File: src/design/bfti_pkg.sv
// ----------------------------------------------------------------------------
// bfti_pkg
// Shared types and constants of the bloom filter test-and-insert block.
// ----------------------------------------------------------------------------
package bfti_pkg;

  localparam int INDEX_BITS_DEF = 20;
  localparam int ROW_SEL_W      = 6;
  localparam int ROW_W          = 1 << ROW_SEL_W;

  localparam logic [31:0] RS_MULT_STEP = 32'd378551;
  localparam logic [31:0] RS_MULT_INIT = 32'd63689;
  localparam logic [31:0] JS_INIT      = 32'd1315423911;

  typedef struct packed {
    logic [7:0] char_byte;
    logic       last_of_line;
  } in_req_t;

  typedef struct packed {
    logic        already_present;
    logic [31:0] rs_hash_value;
    logic [31:0] js_hash_value;
  } out_rsp_t;

  typedef struct packed {
    logic [31:0] rs;
    logic [31:0] js;
  } hashes_t;

  typedef enum logic [1:0] {
    LU_IDLE,
    LU_LOOKUP,
    LU_WR_A,
    LU_WR_B
  } lu_state_t;

endpackage

File: src/design/bfti_hash.sv
// ----------------------------------------------------------------------------
// bfti_hash
// RS and JS hash accumulators, one byte per request, restarted after a line.
// ----------------------------------------------------------------------------
module bfti_hash
  import bfti_pkg::*;
(
  input  logic    clk,
  input  logic    rst_n,
  input  logic    step,
  input  in_req_t req,
  output hashes_t hash_nxt
);

  logic [31:0] rs_acc_r;
  logic [31:0] rs_mult_r;
  logic [31:0] js_acc_r;
  logic [31:0] sbyte;
  logic [31:0] rs_prod;
  logic [31:0] rs_mult_nxt;

  assign sbyte       = {{24{req.char_byte[7]}}, req.char_byte};
  assign rs_prod     = rs_acc_r * rs_mult_r;
  assign rs_mult_nxt = rs_mult_r * RS_MULT_STEP;
  assign hash_nxt.rs = rs_prod + sbyte;
  assign hash_nxt.js = js_acc_r ^ ((js_acc_r << 5) + sbyte + (js_acc_r >> 2));

  always_ff @(posedge clk) begin
    if (!rst_n) begin
      rs_acc_r  <= '0;
      rs_mult_r <= RS_MULT_INIT;
      js_acc_r  <= JS_INIT;
    end else if (step) begin
      if (req.last_of_line) begin
        rs_acc_r  <= '0;
        rs_mult_r <= RS_MULT_INIT;
        js_acc_r  <= JS_INIT;
      end else begin
        rs_acc_r  <= hash_nxt.rs;
        rs_mult_r <= rs_mult_nxt;
        js_acc_r  <= hash_nxt.js;
      end
    end
  end

endmodule

File: config.mk
export PLATFORM = sky130hd
export DESIGN_NAME = bfti_hash
export DESIGN_NICKNAME = d
export VERILOG_FILES = /design/src/design/bfti_pkg.sv /design/src/design/bfti_hash.sv
export SDC_FILE = /design/constraint.sdc
export NUM_CORES = 2
export LEC_CHECK = 0
export BUFFER_PORTS_ARGS = -buffer_cell sky130_fd_sc_hd__buf_2
export CAP_MARGIN = 20
export CORE_UTILIZATION = 50
export DETAILED_ROUTE_END_ITERATION = 10
export PLACE_DENSITY_LB_ADDON = 0.2
export SKIP_CTS_REPAIR_TIMING = 1
export SLEW_MARGIN = 20
export SYNTH_ARGS = -nofsm -noshare
export SYNTH_HDL_FRONTEND = slang
export SYNTH_SLANG_ARGS = --single-unit
File: constraint.sdc
create_clock -name clk -period 10.9 [get_ports clk]
set_input_delay 1.09 -clock clk [delete_from_list [all_inputs] [get_ports clk]]
set_output_delay 1.09 -clock clk [all_outputs]
set_load 0.005 [all_outputs]
Yosys cells after proc, flatten, opt, wreduce, memory -nomap -nowiden
Index checks and enable logic that the tools add are counted.

Output and inout port bits: 64. Register bits: 96.

$mul: 2. Multiplexer cells: 3. Bitwise operators: 1. $add $sub $neg: 3.

Operators with widths (number): two-way mux 32 bit (3); adder 32 bit (2); adder 32 x 30 -> 32 bit (1); multiplier 32 x 19 -> 32 bit (second input constant) (1); multiplier 32 x 32 -> 32 bit (1); XOR 32 bit (1).

Longest topological paths before layout
Word-level depth: 4. Gate-level depth with buffers: 29. Mapped depth without buffers: 27.

Worst setup path before layout
Ideal clock, no wire load.

Path type: input-to-output. From: input port req[8] (netlist name). To: output port hash_nxt[57] (netlist name). Setup slack: 2.000 ns. Buffers on the path: 0. Arrival: 7.810 ns. Stages: 23. Cells stage by stage: inv_1 > fa_1 > fa_1 > inv_1 > fa_1 > inv_1 > fa_1 > inv_1 > fa_1 > inv_1 > fa_1 > fa_1 > fa_1 > inv_1 > ha_1 > a21oi_1 > o21ai_0 > a311oi_1 > a21oi_1 > a21o_1 > a21o_1 > a2111oi_0 > a311o_1.

RTL lines: from (decl) (RTL line bfti_hash.sv:11) `input in_req_t req,`; to (decl) (RTL line bfti_hash.sv:12) `output hashes_t hash_nxt`.

==> summary.txt <==
Final layout
  – Number of diodes: 0
  – Area growth syn-to-layout: 5.29%
  – Most frequent cells in the layout: 810 x inv_1, 662 x fa_1, 311 x and2_1
  – Final core occ: 53.2%
  – Most common cell after layout, fill and taps aside: inv_1
  – Fin nets: 4283
  – Fraction of layout cells with a size suffix above 1: 5.28%

Clock network
  – Clock root buffer: clkbuf_16
  – CTS Buffer Depth: 2
  – H-Tree Depth: 3
  – Number of buffers created by CTS: 9
  – Clock sinks: 96
  – CTS tree: built
  – Reg clk slew, reported paths: 0.08 ns
  – Worst-Skew Late Latency: 0.40 ns

Place
  – Port bufs: 75
  – Final GP Congestion: 0.922
  – DPL Wire Length: 69300 um

Global route
  – First-pass GRT wire length: 138000 um
  – Number of global-route vias before repair: 24600
  – Largest net degree at the start of global routing: 61
  – Total gr overflow: 0
  – Total track usage: 29.0%
  – Antenna violations before repair: 2

Synth
  – Synth Flop Type: dfxtp_1
  – Syn Inst Count: 3294
  – Count of different cell masters after synthesis: 85
  – Top cell type's share of synthesized area: 43.6%
  – Avg Cell Area, Syn: 9.24 sq um
  – Ranking of synthesized cells by area: fa_1 44%, ha_1 12%, inv_1 10%
  – Async S/R FF share, synth: 0%
  – Net Count, Synth: 4266
  – Sequential fraction of the synthesis area: 6.32%
  – Mapped Area: 30400 sq um
  – Warnings, synthesis: 0
  – Area leader, netlist: fa_1
  – Synth Register Bits: 96
  – Number of synthesized flops with an enable pin: 0

Timing
  – Final setup vio count: 0
  – Max Clk Rate: 101 MHz
  – Max transition margin: 20.2%
  – Slew of the pin with the lowest slew margin: 1.20 ns
  – Total negative slack: 0 ns
  – Tmin final: 9.88 ns
  – Unrepaired setup endpoints after global routing: no
  – WHS: 0.472 ns
  – Clock Skew: 0.0135 ns
  – Fin. Hold Viols: 0
  – Final Slew Violations: 0
  – Post-route clock period utilization: 90.7%

Worst setup path
  – CP max stage cell: dfxtp_1
  – CP Launch Type: register
  – Worst EP required: 9.81 ns
  – CP peak stage delay: 1.07 ns
  – Crit-path cells: nand2_1 > fa_1 > fa_1 > inv_1 > fa_1 > inv_1 > fa_1 > inv_1 > fa_1 > fa_1 > fa_1 > inv_1 > fa_1 > inv_1 > ha_1 > nand2_1 > o21ai_0 > a311oi_1 > a21oi_1 > a21o_1 > a311oi_1 > o41ai_1 > xnor2_1 > buf_2
  – CP Max Fanout: 19
  – CP arrival: 8.79 ns
  – Critical path class: register to output port
  – Endpoint class of the critical path: output port
  – Critical path's most frequent cell: fa_1
  – Path depth of the worst reg2reg path: 24

Min path
  – Hold depth: 2
  – Min-Delay Path Class: register to register

Routing
  – Post-route ant nets: 0
  – Via density: 5.42
  – Drt total wl: 85300 um
  – DR WL/cell: 20.8 um
  – Number of remaining DRC errors: 0
  – DR iter-0 viols: 1254
  – DRT Pass-1 Iters: 5
  – Vias: 22200

Floorplanning
  – CORE AREA: 60200 sq um
  – Initial Utilization: 50.5%
  – # rows: 90
  – Ports: 76
  – Full die area: 61800 sq um
  – Die Y: 249 um
  – Die width: 249 um

Flow run
  – Max-cap viol count: 0

Status
  – Outcome: finished, final reports clean
-- logic make-up after synthesis --
family / count (synthesis) / share of synthesized area [%]
AOI/OAI and AO/OA: 309 / 6.89
xor gates and xnor gates: 186 / 5.40
adders and majority gates: 960 / 55.8
buffers and inverters: 932 / 11.6
DFF: 96 / 6.32
muxes: 6 / 0.206
and+or+nand+nor: 805 / 13.8
-- critical path, delay by kind of cell, from the launching register on --
kind                       cells  cell delay, ns
xor gates and xnor gates       1            0.36
DFF                            1            1.07
buffers and inverters          6            0.47
and+or+nand+nor                2            0.29
adders and majority gates      9            4.43
AOI/OAI and AO/OA              6            1.75
-- routing by layer --
layer  global-route usage (%)  routed length (um)  vias to the layer above
met5                        0                  13                        -
met4                     9.64                2700                        2
met3                     3.23                4830                      146
met2                     49.0               41500                      697
met1                     38.9               36200                    11500
li1                         -                   -                     9904
-- registers in the layout (all words and copies together) (netlist names) --
name / count
js_acc_r: 32
rs_acc_r: 32
rs_mult_r: 32
-- final timing paths --
check,end,slack [ns],startpoint
hold reg to reg,rs_mult_r[22],0.47,rs_mult_r[22]
hold / removal,rs_mult_r[22],0.47,rs_mult_r[22]
setup reg to reg,rs_acc_r[31],2.38,rs_acc_r[14]
setup / recovery,hash_nxt[63],1.02,rs_acc_r[14]
-- area by class of cell --
| type | instances | area [sq um] |
|---|---|---|
| Inverter | 811 | 3040 |
| Timing Repair Buffer | 127 | 766 |
| Tap cell | 782 | 978 |
| Clock buffer | 11 | 243 |
| Clock inverter | 5 | 86.3 |
| Fill cell | 5537 | 28200 |
| Multi-Input combinational cell | 2266 | 25000 |
| Sequential cell | 96 | 1920 |
-- synth_stat cells, drive strengths merged (17+ instances only) --
| cell type | count |
|---|---|
| a21o | 29 |
| a21oi | 76 |
| a22o | 21 |
| a22oi | 33 |
| and2 | 312 |
| and3 | 17 |
| clkbuf | 118 |
| dfxtp | 96 |
| fa | 662 |
| ha | 298 |
| inv | 810 |
| nand2 | 284 |
| nand3 | 18 |
| nor2 | 68 |
| nor2b | 44 |
| o21ai | 67 |
| xnor2 | 140 |
| xor2 | 45 |
-- metrics by stage --
stage | instance area, sq um | setup WS [ns] | std cells
after global placement | 31700 | 1.29 | 4082
after global routing | 32000 | 0.805 | 4098
final | 32000 | 1.02 | 4098
after floorplan | 30400 | 2.00 | 3294
after CTS | 32000 | 1.07 | 4098
after detailed placement | 31700 | 1.20 | 4082
Power is not shown: default switching activity piles up to over one toggle a cycle in this logic, so the estimate is an artifact.
